## config.mk

```make
export PLATFORM = sky130hd
export DESIGN_NAME = bitmap_first_fit_block_allocator
export DESIGN_NICKNAME = d
export VERILOG_FILES = /design/src/rtl/core/bffa_pkg.sv /design/src/rtl/core/bffa_ram.sv /design/src/rtl/core/bffa_scan.sv /design/src/rtl/core/bffa_mask.sv /design/src/rtl/core/bitmap_first_fit_block_allocator.sv
export VERILOG_INCLUDE_DIRS = /design/src /design/src/rtl/core
export SDC_FILE = /design/constraint.sdc
export NUM_CORES = 2
export LEC_CHECK = 0
export BUFFER_PORTS_ARGS = -buffer_cell sky130_fd_sc_hd__buf_2
export CAP_MARGIN = 40
export CORE_MARGIN = 10
export CORE_UTILIZATION = 45
export CTS_BUF_LIST = sky130_fd_sc_hd__clkbuf_8
export DETAILED_ROUTE_END_ITERATION = 10
export PLACE_DENSITY = 0.71
export SLEW_MARGIN = 40
export SYNTH_ARGS = -nofsm -noshare
export SYNTH_HDL_FRONTEND = slang
export SYNTH_SLANG_ARGS = --single-unit
```

## constraint.sdc

```tcl
create_clock -name i_clk -period 29.2 [get_ports i_clk]
set_input_delay 5.84 -clock i_clk [delete_from_list [all_inputs] [get_ports i_clk]]
set_output_delay 5.84 -clock i_clk [all_outputs]
set_load 0.02 [all_outputs]
```

## src/rtl/core/bitmap_first_fit_block_allocator_assert.svh

```systemverilog
// Assertion macros for the bitmap first-fit block allocator.
// Used by the allocator top level in rtl/core; expects i_clk and i_rst_n in scope.
`ifndef BITMAP_FIRST_FIT_BLOCK_ALLOCATOR_ASSERT_SVH
`define BITMAP_FIRST_FIT_BLOCK_ALLOCATOR_ASSERT_SVH
`ifndef SYNTHESIS
// Checked only while out of reset.
`define BFFA_ASSERT(lbl, prop, msg) \
    lbl: assert property (@(posedge i_clk) disable iff (!i_rst_n) prop) else $error(msg);
// Checked on every edge, reset included.
`define BFFA_ASSERT_ALWAYS(lbl, prop, msg) \
    lbl: assert property (@(posedge i_clk) prop) else $error(msg);
`else
`define BFFA_ASSERT(lbl, prop, msg)
`define BFFA_ASSERT_ALWAYS(lbl, prop, msg)
`endif
`endif

```

## src/rtl/core/bffa_pkg.sv

```systemverilog
// Package for the bitmap first-fit block allocator: beat types, status codes,
// fixed sizes. No dependencies.
`timescale 1ns / 1ps

package bffa_pkg;

    localparam int unsigned BLOCK_BYTES  = 32;
    localparam int unsigned BLOCK_SHIFT  = 5;
    localparam int unsigned HEADER_BYTES = 8;
    localparam int unsigned WORD_BITS    = 64;
    localparam int unsigned CHUNK_BITS   = 8;
    localparam int unsigned CHUNK_SHIFT  = 3;
    localparam int unsigned CHUNKS       = WORD_BITS / CHUNK_BITS;
    // (2^18 - 1 + header + block - 1) / block fits in 14 bits
    localparam int unsigned NEED_W       = 14;

    localparam logic       MODE_ALLOC = 1'b0;
    localparam logic       MODE_FREE  = 1'b1;

    localparam logic [1:0] STATUS_OK    = 2'd0;
    localparam logic [1:0] STATUS_OOM   = 2'd1;
    localparam logic [1:0] STATUS_RANGE = 2'd2;

    typedef struct packed {
        logic        mode;
        logic [17:0] request_bytes;
        logic [11:0] start_block;
        logic [12:0] block_count;
    } t_in;

    typedef struct packed {
        logic [1:0]  status;
        logic [11:0] run_start;
        logic [12:0] run_blocks;
        logic [12:0] free_blocks_left;
    } t_out;

    typedef struct packed {
        logic              hit;
        logic [NEED_W-1:0] run;
    } t_scan;

endpackage

```

## src/rtl/core/bffa_ram.sv

```systemverilog
// Generic simple dual-port RAM with registered read.
// No dependencies.
`timescale 1ns / 1ps

module bffa_ram #(
    parameter int WIDTH = 64,
    parameter int DEPTH = 64
) (
    input  logic                                   i_clk,
    input  logic                                   i_we,
    input  logic [(DEPTH > 1 ? $clog2(DEPTH) : 1)-1:0] i_waddr,
    input  logic [WIDTH-1:0]                       i_wdata,
    input  logic                                   i_re,
    input  logic [(DEPTH > 1 ? $clog2(DEPTH) : 1)-1:0] i_raddr,
    output logic [WIDTH-1:0]                       o_rdata
);

    logic [WIDTH-1:0] r_mem [DEPTH];
    logic [WIDTH-1:0] r_rdata;

    always_ff @(posedge i_clk) begin
        if (i_we) begin
            r_mem[i_waddr] <= i_wdata;
        end
        if (i_re) begin
            r_rdata <= r_mem[i_raddr];
        end
    end

    assign o_rdata = r_rdata;

endmodule

```

## src/rtl/core/bffa_scan.sv

```systemverilog
// Shared run-length unit: walks one 8-bit chunk of a map word, carrying the
// free-run length and its first block. Depends on bffa_pkg.
`timescale 1ns / 1ps

module bffa_scan #(
    parameter int BW = 12
) (
    input  logic [bffa_pkg::CHUNK_BITS-1:0] i_bits,
    input  logic [BW-1:0]                   i_base,
    input  logic [bffa_pkg::NEED_W-1:0]     i_run,
    input  logic [bffa_pkg::NEED_W-1:0]     i_need,
    input  logic [BW-1:0]                   i_first,
    output bffa_pkg::t_scan                 o_res,
    output logic [BW-1:0]                   o_first
);

    always_comb begin
        logic [bffa_pkg::NEED_W-1:0] v_run;
        logic [BW-1:0]               v_first;
        logic                        v_hit;
        v_run   = i_run;
        v_first = i_first;
        v_hit   = 1'b0;
        for (int j = 0; j < bffa_pkg::CHUNK_BITS; j++) begin
            if (!v_hit) begin
                if (i_bits[j]) begin
                    v_run = '0;
                end else begin
                    if (v_run == '0) begin
                        v_first = {i_base[BW-1:bffa_pkg::CHUNK_SHIFT],
                                   bffa_pkg::CHUNK_SHIFT'(j)};
                    end
                    v_run = v_run + bffa_pkg::NEED_W'(1);
                    if (v_run == i_need) begin
                        v_hit = 1'b1;
                    end
                end
            end
        end
        o_res.hit = v_hit;
        o_res.run = v_run;
        o_first   = v_first;
    end

endmodule

```

## src/rtl/core/bffa_mask.sv

```systemverilog
// Read-modify-write merge for one map word: sets or clears the bits of a block
// range that fall inside the word. Depends on bffa_pkg.
`timescale 1ns / 1ps

module bffa_mask #(
    parameter int BW = 12
) (
    input  logic [BW-7:0]                  i_word,
    input  logic [BW-1:0]                  i_lo,
    input  logic [BW-1:0]                  i_hi,
    input  logic                           i_set,
    input  logic [bffa_pkg::WORD_BITS-1:0] i_rdata,
    output logic [bffa_pkg::WORD_BITS-1:0] o_wdata
);

    logic [5:0]                     w_lo_bit;
    logic [5:0]                     w_hi_bit;
    logic [bffa_pkg::WORD_BITS-1:0] w_mask;

    assign w_lo_bit = (i_word == i_lo[BW-1:6]) ? i_lo[5:0] : 6'd0;
    assign w_hi_bit = (i_word == i_hi[BW-1:6]) ? i_hi[5:0] : 6'd63;
    assign w_mask   = ({bffa_pkg::WORD_BITS{1'b1}} << w_lo_bit)
                    & ({bffa_pkg::WORD_BITS{1'b1}} >> (6'd63 - w_hi_bit));
    assign o_wdata  = i_set ? (i_rdata | w_mask) : (i_rdata & ~w_mask);

endmodule

```

## src/rtl/core/bitmap_first_fit_block_allocator.sv

```systemverilog
// Bitmap first-fit block allocator, top level: sequencer, free count, map RAM.
// Depends on bffa_pkg, bffa_ram, bffa_scan, bffa_mask and the assert header.
//
//   channel | valid   | stall   | payload                | direction
//   --------+---------+---------+------------------------+----------
//   request | i_valid | o_stall | i_item   (bffa_pkg::t_in)  | in
//   result  | o_valid | i_stall | o_result (bffa_pkg::t_out) | out
//
// Sequence: a request is taken only in idle; one result beat per request.
//   Rejected allocate or out-of-range free: straight from idle to the done state.
//   Allocate: per map word searched, a read, then a skip of a full word or a
//   chunk-by-chunk walk; then a read and a write per word marked; then done.
//   The 8-block chunk walk of the shared scan unit takes most of the search.
//   Free: a read-modify-write of the map RAM per map word touched.
// Reset: a clearing pass writes zero to every map word with o_stall high;
//   the free count resets to POOL_BLOCKS.
// Stalls: the result register holds a finished beat while the next request
//   is taken; a new result waits in the done state until that beat leaves.
`timescale 1ns / 1ps
`include "bitmap_first_fit_block_allocator_assert.svh"

module bitmap_first_fit_block_allocator #(
    parameter int POOL_BLOCKS = 4096
) (
    input  logic           i_clk,
    input  logic           i_rst_n,
    input  logic           i_valid,
    output logic           o_stall,
    input  bffa_pkg::t_in  i_item,
    output logic           o_valid,
    input  logic           i_stall,
    output bffa_pkg::t_out o_result
);

    localparam int MAP_WORDS  = POOL_BLOCKS / 64;
    localparam int MAP_BLOCKS = MAP_WORDS * 64;
    localparam int WAW        = (MAP_WORDS > 1) ? $clog2(MAP_WORDS) : 1;
    localparam int BW         = WAW + 6;
    localparam int FCW        = $clog2(POOL_BLOCKS + 1);
    localparam int NW         = bffa_pkg::NEED_W;

    typedef enum logic [2:0] {
        ST_CLR,
        ST_IDLE,
        ST_SRD,
        ST_SCAN,
        ST_MRD,
        ST_MWR,
        ST_DONE
    } t_state;

    t_state                  r_state;
    logic [WAW-1:0]          r_word;
    logic [bffa_pkg::CHUNK_SHIFT-1:0] r_chunk;
    logic [FCW-1:0]          r_free;
    logic [NW-1:0]           r_need;
    logic [NW-1:0]           r_run;
    logic [BW-1:0]           r_first;
    logic [BW-1:0]           r_lo;
    logic [BW-1:0]           r_hi;
    logic                    r_set;
    bffa_pkg::t_out          r_res;
    bffa_pkg::t_out          r_out;
    logic                    r_out_valid;

    // Request decode.
    logic [31:0]             n_bytes;
    logic [NW-1:0]           n_need;
    logic [31:0]             n_rel_sum;
    logic [FCW-1:0]          n_free_rel;
    logic [31:0]             n_end;
    logic [BW-1:0]           n_rel_last;
    logic                    n_in_pool;
    logic                    n_in_map;

    // Map RAM and shared units.
    logic                    w_ram_we;
    logic                    w_ram_re;
    logic [bffa_pkg::WORD_BITS-1:0] w_rdata;
    logic [bffa_pkg::WORD_BITS-1:0] w_merge;
    logic [bffa_pkg::WORD_BITS-1:0] w_wdata;
    logic [bffa_pkg::CHUNK_BITS-1:0] w_chunk_bits;
    logic [BW-1:0]           w_chunk_base;
    bffa_pkg::t_scan         w_scan;
    logic [BW-1:0]           w_scan_first;
    logic [BW-1:0]           w_alloc_hi;
    logic [FCW-1:0]          w_free_alloc;
    logic                    w_last_word;

    // Header added, then round up to whole blocks.
    assign n_bytes    = 32'(i_item.request_bytes) + bffa_pkg::HEADER_BYTES;
    assign n_need     = NW'((n_bytes + (bffa_pkg::BLOCK_BYTES - 1))
                            >> bffa_pkg::BLOCK_SHIFT);

    // Free: return the count, saturating at the pool size.
    assign n_rel_sum  = 32'(r_free) + 32'(i_item.block_count);
    assign n_free_rel = (n_rel_sum > 32'(POOL_BLOCKS)) ? FCW'(POOL_BLOCKS)
                                                       : FCW'(n_rel_sum);
    assign n_in_pool  = 32'(i_item.start_block) < 32'(POOL_BLOCKS);
    assign n_in_map   = 32'(i_item.start_block) < 32'(MAP_BLOCKS);
    // Clip the cleared range at the end of the mapped pool.
    assign n_end      = 32'(i_item.start_block) + 32'(i_item.block_count);
    assign n_rel_last = (n_end > 32'(MAP_BLOCKS)) ? BW'(MAP_BLOCKS - 1)
                                                  : BW'(n_end - 32'd1);

    assign w_last_word  = (r_word == WAW'(MAP_WORDS - 1));
    assign w_chunk_bits = w_rdata[{r_chunk, {bffa_pkg::CHUNK_SHIFT{1'b0}}}
                                  +: bffa_pkg::CHUNK_BITS];
    assign w_chunk_base = {r_word, r_chunk, {bffa_pkg::CHUNK_SHIFT{1'b0}}};
    assign w_alloc_hi   = w_scan_first + BW'(r_need - NW'(1));
    assign w_free_alloc = r_free - FCW'(r_need);

    // Map RAM port control: read in the read states, write on clear and merge.
    assign w_ram_re = (r_state == ST_SRD) || (r_state == ST_MRD);
    assign w_ram_we = (r_state == ST_CLR) || (r_state == ST_MWR);
    assign w_wdata  = (r_state == ST_CLR) ? '0 : w_merge;

    bffa_ram #(
        .WIDTH(bffa_pkg::WORD_BITS),
        .DEPTH(MAP_WORDS)
    ) u_map (
        .i_clk   (i_clk),
        .i_we    (w_ram_we),
        .i_waddr (r_word),
        .i_wdata (w_wdata),
        .i_re    (w_ram_re),
        .i_raddr (r_word),
        .o_rdata (w_rdata)
    );

    bffa_scan #(
        .BW(BW)
    ) u_scan (
        .i_bits  (w_chunk_bits),
        .i_base  (w_chunk_base),
        .i_run   (r_run),
        .i_need  (r_need),
        .i_first (r_first),
        .o_res   (w_scan),
        .o_first (w_scan_first)
    );

    bffa_mask #(
        .BW(BW)
    ) u_mask (
        .i_word  (r_word),
        .i_lo    (r_lo),
        .i_hi    (r_hi),
        .i_set   (r_set),
        .i_rdata (w_rdata),
        .o_wdata (w_merge)
    );

    always_ff @(posedge i_clk) begin
        if (!i_rst_n) begin
            r_state     <= ST_CLR;
            r_word      <= '0;
            r_free      <= FCW'(POOL_BLOCKS);
            r_out_valid <= 1'b0;
        end else begin
            // Drop the result beat once taken; the done state reloads it itself.
            if (r_out_valid && !i_stall && r_state != ST_DONE) begin
                r_out_valid <= 1'b0;
            end
            unique case (r_state)
                ST_CLR: begin
                    if (w_last_word) begin
                        r_word  <= '0;
                        r_state <= ST_IDLE;
                    end else begin
                        r_word <= r_word + WAW'(1);
                    end
                end
                ST_IDLE: begin
                    if (i_valid) begin
                        if (i_item.mode == bffa_pkg::MODE_ALLOC) begin
                            if (n_need == '0 || 32'(n_need) > 32'(r_free)) begin
                                r_res.status           <= bffa_pkg::STATUS_OOM;
                                r_res.run_start        <= '0;
                                r_res.run_blocks       <= '0;
                                r_res.free_blocks_left <= 13'(r_free);
                                r_state                <= ST_DONE;
                            end else begin
                                r_need  <= n_need;
                                r_run   <= '0;
                                r_first <= '0;
                                r_word  <= '0;
                                r_state <= ST_SRD;
                            end
                        end else if (!n_in_pool) begin
                            r_res.status           <= bffa_pkg::STATUS_RANGE;
                            r_res.run_start        <= '0;
                            r_res.run_blocks       <= '0;
                            r_res.free_blocks_left <= 13'(r_free);
                            r_state                <= ST_DONE;
                        end else begin
                            r_free                 <= n_free_rel;
                            r_res.status           <= bffa_pkg::STATUS_OK;
                            r_res.run_start        <= i_item.start_block;
                            r_res.run_blocks       <= i_item.block_count;
                            r_res.free_blocks_left <= 13'(n_free_rel);
                            // Nothing to clear for an empty run or a start past the map.
                            if (i_item.block_count == '0 || !n_in_map) begin
                                r_state <= ST_DONE;
                            end else begin
                                r_lo    <= BW'(i_item.start_block);
                                r_hi    <= n_rel_last;
                                r_set   <= 1'b0;
                                r_word  <= WAW'(i_item.start_block >> 6);
                                r_state <= ST_MRD;
                            end
                        end
                    end
                end
                ST_SRD: begin
                    r_chunk <= '0;
                    r_state <= ST_SCAN;
                end
                ST_SCAN: begin
                    if ((r_chunk == '0 && (&w_rdata)) ||
                        (!w_scan.hit &&
                         r_chunk == bffa_pkg::CHUNK_SHIFT'(bffa_pkg::CHUNKS - 1))) begin
                        // Full word skipped or word exhausted: advance to the next word, or fail after the last.
                        if (r_chunk == '0 && (&w_rdata)) begin
                            r_run <= '0;
                        end else begin
                            r_run   <= w_scan.run;
                            r_first <= w_scan_first;
                        end
                        if (w_last_word) begin
                            r_res.status           <= bffa_pkg::STATUS_OOM;
                            r_res.run_start        <= '0;
                            r_res.run_blocks       <= '0;
                            r_res.free_blocks_left <= 13'(r_free);
                            r_state                <= ST_DONE;
                        end else begin
                            r_word  <= r_word + WAW'(1);
                            r_state <= ST_SRD;
                        end
                    end else if (w_scan.hit) begin
                        r_lo                   <= w_scan_first;
                        r_hi                   <= w_alloc_hi;
                        r_set                  <= 1'b1;
                        r_word                 <= w_scan_first[BW-1:6];
                        r_free                 <= w_free_alloc;
                        r_res.status           <= bffa_pkg::STATUS_OK;
                        r_res.run_start        <= 12'(w_scan_first);
                        r_res.run_blocks       <= 13'(r_need);
                        r_res.free_blocks_left <= 13'(w_free_alloc);
                        r_state                <= ST_MRD;
                    end else begin
                        r_run   <= w_scan.run;
                        r_first <= w_scan_first;
                        r_chunk <= r_chunk + bffa_pkg::CHUNK_SHIFT'(1);
                    end
                end
                ST_MRD: begin
                    r_state <= ST_MWR;
                end
                ST_MWR: begin
                    if (r_word == r_hi[BW-1:6]) begin
                        r_state <= ST_DONE;
                    end else begin
                        r_word  <= r_word + WAW'(1);
                        r_state <= ST_MRD;
                    end
                end
                ST_DONE: begin
                    // Hold until the result register is free or being emptied.
                    if (!r_out_valid || !i_stall) begin
                        r_out       <= r_res;
                        r_out_valid <= 1'b1;
                        r_state     <= ST_IDLE;
                    end
                end
                default: begin
                    r_state <= ST_IDLE;
                end
            endcase
        end
    end

    assign o_stall  = (r_state != ST_IDLE);
    assign o_valid  = r_out_valid;
    assign o_result = r_out;

    `BFFA_ASSERT(a_free_le_pool, r_free <= FCW'(POOL_BLOCKS), "free count above pool size")
    `BFFA_ASSERT(a_accept_goes_busy, (i_valid && !o_stall) |=> o_stall, "request beat not followed by busy")
    `BFFA_ASSERT(a_fail_zero_run, (o_valid && o_result.status != bffa_pkg::STATUS_OK) |-> (o_result.run_blocks == 13'd0), "failed result carries blocks")
    `BFFA_ASSERT(a_no_write_idle, (r_state == ST_IDLE) |-> !w_ram_we, "map written while idle")

endmodule

```

After elaboration in Yosys (flattened, before gate mapping)
Memory sizes are Yosys's and may differ from the RTL's. A register that Yosys moved wholly into a read port is not among the register bits.
Cells that the tools add are included.
- register bits after elaboration: 171
- memories: 1
- bits in writable memories: 4096
- memory list (memory ; words ; width ; read ports ; clocked after memory_dff ; write ports ; line ; text):
    u_map.r_mem ; 64 ; 64 ; 1 ; 1 ; 1 ; bffa_ram.sv:18 ; logic [WIDTH-1:0] r_mem [DEPTH];
- magnitude comparators: 3
- bitwise logic cells: 6
- reductions and logical operators: 38
- mux-type cells: 140
- add/subtract/negate cells: 19
- equal/unequal tests: 39
- shift operators: 3
- operators by type and width (kind ; count):
    12-bit two-way mux ; 40
    14-bit two-way mux ; 21
    40-bit two-way mux ; 6
    64-bit AND ; 2
    64-bit two-way mux ; 2
    14-bit logical NOT ; 9
    14-bit by 1-bit adder with 14-bit output (second input constant) ; 8
    14-bit == test ; 8
    40-bit one-hot mux with 2 select lines ; 1
    12-bit one-hot mux with 2 select lines ; 3
    6-bit two-way mux ; 11
    13-bit two-way mux ; 5
    64-bit inverter ; 1
    64-bit OR ; 1
    64-bit AND reduction ; 1
    64-bit by 7-bit indexed part select with 8-bit output ; 1
    64-bit by 6-bit << shifter with 64-bit output (first input constant) ; 1
    64-bit by 6-bit right shift with 64-bit output (first input constant) ; 1
    1-bit two-way mux ; 33
    3-bit two-way mux ; 10
    14-bit by 13-bit > comparator with 1-bit output (second input constant) ; 2
    14-bit one-hot mux with 2 select lines ; 1
    3-bit != test (second input constant) ; 9
    13-bit one-hot mux with 2 select lines ; 1
    other kinds (36) ; 70

Depth between registers and ports, before layout
- depth after elaboration: 30
- depth in mapped cells: 77
- gate-level depth less buffers: 66

Hierarchy
From an unflattened synthesis, not the netlist that was laid out.
- cells, all modules: 9931
- area, all modules: 182302.3 um^2
- by module, submodules not included (module ; instances ; area an instance (um^2) ; cells each):
    bffa_ram ; 1 ; 157528.6 ; 6812
    bitmap_first_fit_block_allocator ; 1 ; 11578.6 ; 1173
    bffa_scan ; 1 ; 10845.4 ; 1601
    bffa_mask ; 1 ; 2349.8 ; 345

Least setup slack after synthesis
Ideal clock, no wire load.
- path type: reg2reg
- from: reg r_run[1]
- to: reg r_res[0] (netlist bit) (enable)
- cell stages (with the launch flop): 57
- data arrival time: 15023 ps
- setup slack: 13718 ps
- setup time: 459 ps
- cell sequence: edfxtp_1 > ha_1 > buf_4 > nand2_1 > or4_1 > and2_0 > clkbuf_1 > xnor2_1 > or4_1 > buf_2 > nor2_4 > buf_4 > buf_6 > buf_2 > buf_2 > nand2_1 > o21a_1 > inv_1 > [21 not listed] > nor4_2 > nor2_1 > clkbuf_1 > a21oi_1 > ha_1 > nand4_1 > a311oi_1 > mux2_2 > o211ai_2 > and3_1 > a211oi_1 > a21oi_1 > and4_1 > or4b_1 > nor4_2 > o31ai_4 > clkbuf_1 > a31oi_1
- longest elaborated chain between the ends: 30
- elaborated cells on any way between the ends: 58
- ends and longest elaborated chain (item ; line ; text):
    start, declared ; bitmap_first_fit_block_allocator.sv:57 ; logic [NW-1:0] r_run;
    start signal, assigned ; bitmap_first_fit_block_allocator.sv:227 ; r_run <= w_scan.run;
    start signal, assigned ; bitmap_first_fit_block_allocator.sv:252 ; r_run <= w_scan.run;
    14-bit by 1-bit adder with 14-bit output (*) ; bffa_scan.sv:33 ; v_run = v_run + bffa_pkg::NEED_W'(1);
    14-bit two-way mux / 14-bit == test (equally long branches) ; bffa_scan.sv:26, bffa_scan.sv:34 ;
    14-bit by 1-bit adder with 14-bit output / 1-bit two-way mux (equally long branches) ; bffa_scan.sv:33, bffa_scan.sv:34 ;
    14-bit two-way mux (tied with other cells) ; bffa_scan.sv:26 ; if (i_bits[j]) begin
    14-bit two-way mux / 1-bit two-way mux (equally long branches) ; bffa_scan.sv:25, bffa_scan.sv:34 ;
    14-bit by 1-bit adder with 14-bit output / 1-bit two-way mux (equally long branches) ; bffa_scan.sv:33, bffa_scan.sv:26 ;
    14-bit two-way mux (tied with other cells) ; bffa_scan.sv:26 ;
    14-bit two-way mux / 1-bit two-way mux (equally long branches) ; bffa_scan.sv:25, bffa_scan.sv:34 ;
    [14 not listed] ; n/a ;
    1-bit two-way mux ; bffa_scan.sv:34 ; if (v_run == i_need) begin
    1-bit two-way mux ; bffa_scan.sv:26 ;
    1-bit two-way mux (*) ; bffa_scan.sv:25 ; if (!v_hit) begin
    1-bit logical NOT ; bitmap_first_fit_block_allocator.sv:221 ; (!w_scan.hit &&
    1-bit logical AND ; bitmap_first_fit_block_allocator.sv:221 ;
    1-bit logical OR ; bitmap_first_fit_block_allocator.sv:220 ; if ((r_chunk == '0 && (&w_rdata)) ||
    3-bit != test (no line) ; n/a ;
    6-bit AND reduction (no line) (*) ; n/a ;
    end, declared ; bitmap_first_fit_block_allocator.sv:62 ; bffa_pkg::t_out r_res;
Every way passes the cells marked *; elsewhere a longest branch is shown, timed or not.
A chain may end at the register's enable or synchronous reset.

Final worst setup path
- from: reg r_run[0]
- to: reg r_hi[11], data pin
- longest elaborated chain between the ends: 28
- elaborated cells on any way between the ends: 82
- ends and longest elaborated chain (item ; line ; text):
    14-bit by 1-bit adder with 14-bit output / 14-bit logical NOT (equally long branches) ; bffa_scan.sv:33, bffa_scan.sv:29 ;
    14-bit two-way mux (tied with other cells) ; bffa_scan.sv:26 ;
    14-bit by 1-bit adder with 14-bit output (tied with other cells) ; bffa_scan.sv:33 ;
    14-bit two-way mux (tied with other cells) ; bffa_scan.sv:26 ;
    14-bit two-way mux (tied with other cells) ; bffa_scan.sv:25 ;
    14-bit by 1-bit adder with 14-bit output (tied with other cells) ; bffa_scan.sv:33 ;
    14-bit two-way mux (tied with other cells) ; bffa_scan.sv:26 ;
    14-bit two-way mux (tied with other cells) ; bffa_scan.sv:25 ;
    [12 not listed] ; n/a ;
    14-bit logical NOT / 12-bit two-way mux (equally long branches) ; bffa_scan.sv:29, bffa_scan.sv:25 ;
    12-bit two-way mux ; bffa_scan.sv:29 ; if (v_run == '0) begin
    12-bit two-way mux ; bffa_scan.sv:26 ;
    12-bit two-way mux (*) ; bffa_scan.sv:25 ;
    12-bit adder (*) ; bitmap_first_fit_block_allocator.sv:110 ; assign w_alloc_hi = w_scan_first + BW'(r_need - NW'(1));
    12-bit two-way mux (*) ; bitmap_first_fit_block_allocator.sv:240 ; end else if (w_scan.hit) begin
    12-bit two-way mux (*) ; bitmap_first_fit_block_allocator.sv:220 ;
    12-bit one-hot mux with 2 select lines (*) ; bitmap_first_fit_block_allocator.sv:165 ; unique case (r_state)
    end signal, assigned ; bitmap_first_fit_block_allocator.sv:207 ; r_hi <= n_rel_last;
    end signal, assigned ; bitmap_first_fit_block_allocator.sv:242 ; r_hi <= w_alloc_hi;
    end, declared ; bitmap_first_fit_block_allocator.sv:60 ; logic [BW-1:0] r_hi;
Every way passes the cells marked *; elsewhere a longest branch is shown, timed or not. The select of a mux whose other input is x is not followed.

==> summary.md <==
| Metric | Value |
|---|---|
| Area grow syn2layout | 13.1% |
| Total CTS buffers | 646 |
| Clock Tree Buf Depth | 4 |
| Via count | 112854 |
| Synthesized area | 171000 um^2 |
| RSZ-0062 raised after global routing | false |
| Leak pwr | 61.3 nW |
| First-pass GRT wire length | 818 mm |
| Total power | 16.5 mW |
| Seq/Total Area, Yosys | 76.0% |
| Routability congestion estimate | 0.937 |
| Area leader, netlist | edfxtp_1 |
| Fraction of layout cells with a size suffix above 1 | 14.0% |
| Crit-path max FO | 22 |
| Highest Clock Rate | 55.7 MHz |
| FF-to-FF setup slack | 11.26 ns |
| Setup Fix Bufs, Post-CTS | 0 |
| Hold Path End | o_result[8] |
| Outcome | finished clean |
| Num rows | 226 |
| Grt met1 use | 36.4% |
| RR Endpoint | r_hi[11] |
| Top FF cell, synth | edfxtp_1 |
| Ys Warns | 0 |
| Total gr overflow | 0 |
| Post-cts resize count | 0 |
| Starting DRT DRC Count | 19817 |
| Synth Area per Inst | 16.3 um^2 |
| Post-synthesis cell type count | 121 |
| Final #Nets | 11077 |
| Post-CTS Hold Buffers | 0 |
| Synthesized flop and latch total | 4329 |
| Die Area | 405000 um^2 |
| Post-DR vias/cell | 6.86 |
| Mapped Cells | 10471 |
| Setup_tns | 0 ns |
| Die boundary width | 636 um |
| Largest net degree at the start of global routing | 123 |
| Req. time, crit path | 30.12 ns |
| Total core area | 379000 um^2 |
| Power density over cell area | 85.5 nW/um^2 |
| Reg2Reg Depth | 61 |
| HP Class | flip-flop to flip-flop |
| ANT nets after route | 0 |
| HPWL after detailed placement | 329 mm |
| # port buffers | 88 |
| WL final | 591 mm |
| Relative slew slack | 30.6% |
| Worst r2r src | r_run[0] |
| I/O Pins | 90 |
| Post-synth ARST share | 0% |
| Grt peak-use layer | met2 |
| Filler cells | 29841 |
| WL per Instance | 36.0 um |
| Tmin final | 17.94 ns |
| Die Ht | 636 um |
| Post-synth top cells | edfxtp_1 (4306), a22oi_1 (1367), clkbuf_1 (489), a221oi_1 (366), a22o_1 (348) |
| EDFF count, synth | 4306 |
| Hold violation count in the final report | 0 |
| Grt met2 use | 41.8% |
| Initial Util | 45.1% |
| Critical Path Max Stage Delay | 0.80 ns |
| Setup slack after layout | 11.26 ns |
| Syn nets | 10614 |
| DRC Markers | 0 |
| First drt pass iteration count | 7 |
| Area after DPL | 181000 um^2 |
| Worst Setup Path Type | flip-flop to flip-flop |
| Critical Path End Type | flip-flop |
| Worst clock skew | 0.113 ns |
| Hold Startpoint | r_res[8] |
| Max-Cap Viols | 0 |
| CTS root buf | clkbuf_8 |
| CTS tree | built |
| Worst-margin pin slew | 1.01 ns |
| Worst-skew pair later-pin latency | 1.29 ns |
| Fin area | 193000 um^2 |
| Synth area leaders | edfxtp_1 (76%), a22oi_1 (6.0%), a221oi_1 (1.9%) |
| Arr. time, crit path | 18.86 ns |
| # setup viols final | 0 |
| Type of origin of the critical path | flip-flop |
| CP max-delay cell | o21ai_2 |
| Max H-tree Level | 6 |
| Register area | 130000 um^2 |
| Initial antenna violation count | 22 |
| Slew Viols, Final | 0 |
| Area share of the largest cell type after synthesis | 75.7% |
| Worst hold stages | 0 |
| M3 GR Usage | 8.66% |
| Clock-pin slew on the worst setup and hold paths | 0.07 ns |
| Final Cycle Share | 61.4% |
| Multi-input gate area | 39400 um^2 |
| Top-count cell post-synth | edfxtp_1 |
| Vias in the first global route | 108148 |
| Final core occ | 51.0% |
| Total track usage | 27.8% |
| Post-placement worst setup slack | 11.29 ns |
| # clock sinks | 4329 |
| Max VDD drop | 118 uV |
==> registers in the layout, indices dropped and copies added, names as in the netlist <==
| name | cells |
|---|---|
| r_free | 13 |
| r_hi | 12 |
| r_run | 14 |
| u_map.o_rdata | 64 |
| r_set | 1 |
| r_first | 12 |
| r_word | 6 |
| o_result | 39 |
| r_need | 14 |
| r_state | 3 |
| r_chunk | 3 |
| r_res | 39 |
| u_map.r_mem | 4096 |
| r_lo | 12 |
| o_valid | 1 |
==> stage by stage <==
| step | std cells | hold slack [ns] |
|---|---|---|
| 6_report | 16447 | 0.395 |
| 5_1_grt | 16438 | 0.420 |
| 4_1_cts | 16429 | 0.394 |
| 3_5_place_dp | 15294 | 0.405 |
| 3_3_place_gp | 15176 | 0.402 |
| 2_1_floorplan | 10471 | 0.400 |
==> critical path, delay by kind of cell, from the launching register on <==
kind	cells	cell delay (ns)
AND/OR/NAND/NOR	25	6.99
adder cells (fa/ha/maj)	5	2.00
flip-flops	1	0.60
multiplexers	2	0.76
XOR/XNOR	5	0.77
AO/OA/AOI/OAI	20	5.40
buffers and inverters	4	1.06
==> layout make-up <==
class                   instances  area share (%)
diodes                         10          0.0130
clock buffers                 659            4.70
clock inverters               476            1.28
inverters                     111           0.217
multi-input cells            5328            20.4
flip-flops and latches       4329            67.2
well taps                    5016            3.25
repair buffers                518            2.96
==> cells by family (layout without fill, tap and decap cells) <==
logic type	count (synthesis)	after routing	share of synthesized area [%]
flops	4329	4329	76.0
mux	125	125	0.869
compound gates	3395	3395	15.0
xor+xnor	201	201	1.09
fa+ha+maj	95	95	0.713
simple gates	1511	1511	4.55
other cells	1	11	0.00220
buf+inv	814	1764	1.85
==> layout by cell type (no fill, tap or decap), types with 226 or more instances in the layout <==
master       n
clkbuf_8   660
buf_4      239
a22oi_1   1367
a21oi_1    267
nor2_1     226
a22o_1     348
a221oi_1   365
a31oi_1    333
inv_1      323
nand2_1    268
edfxtp_1  4306
==> layer usage <==
metal / wire [um] / vias up
met5: 414 / -
met4: 36000 / 22
met3: 87300 / 1871
met2: 259000 / 9805
met1: 208000 / 56284
li1: - / 44872
==> worst max-delay path by stage <==
stage | endpoint | slack [ns] | cells past startpoint | from
after CTS | r_hi[11] | 11.14 | 56 | r_run[0]
after floorplan | r_res[0] | 13.72 | 56 | r_run[1]
after detailed placement | r_hi[11] | 11.29 | 56 | r_run[0]
after global placement | r_hi[11] | 10.92 | 56 | r_run[0]
after global routing | r_hi[11] | 10.00 | 60 | r_run[0]
final | r_hi[11] | 11.26 | 61 | r_run[0]
==> power by group <==
group	total (mW)	switching, mW	internal (mW)
Combinational	4.27	3.16	1.11
Sequential	7.72	0.113	7.61
Clock	4.52	2.32	2.20
Total	16.5	5.59	10.9
No activity file was read; power rests on OpenSTA's default activity.
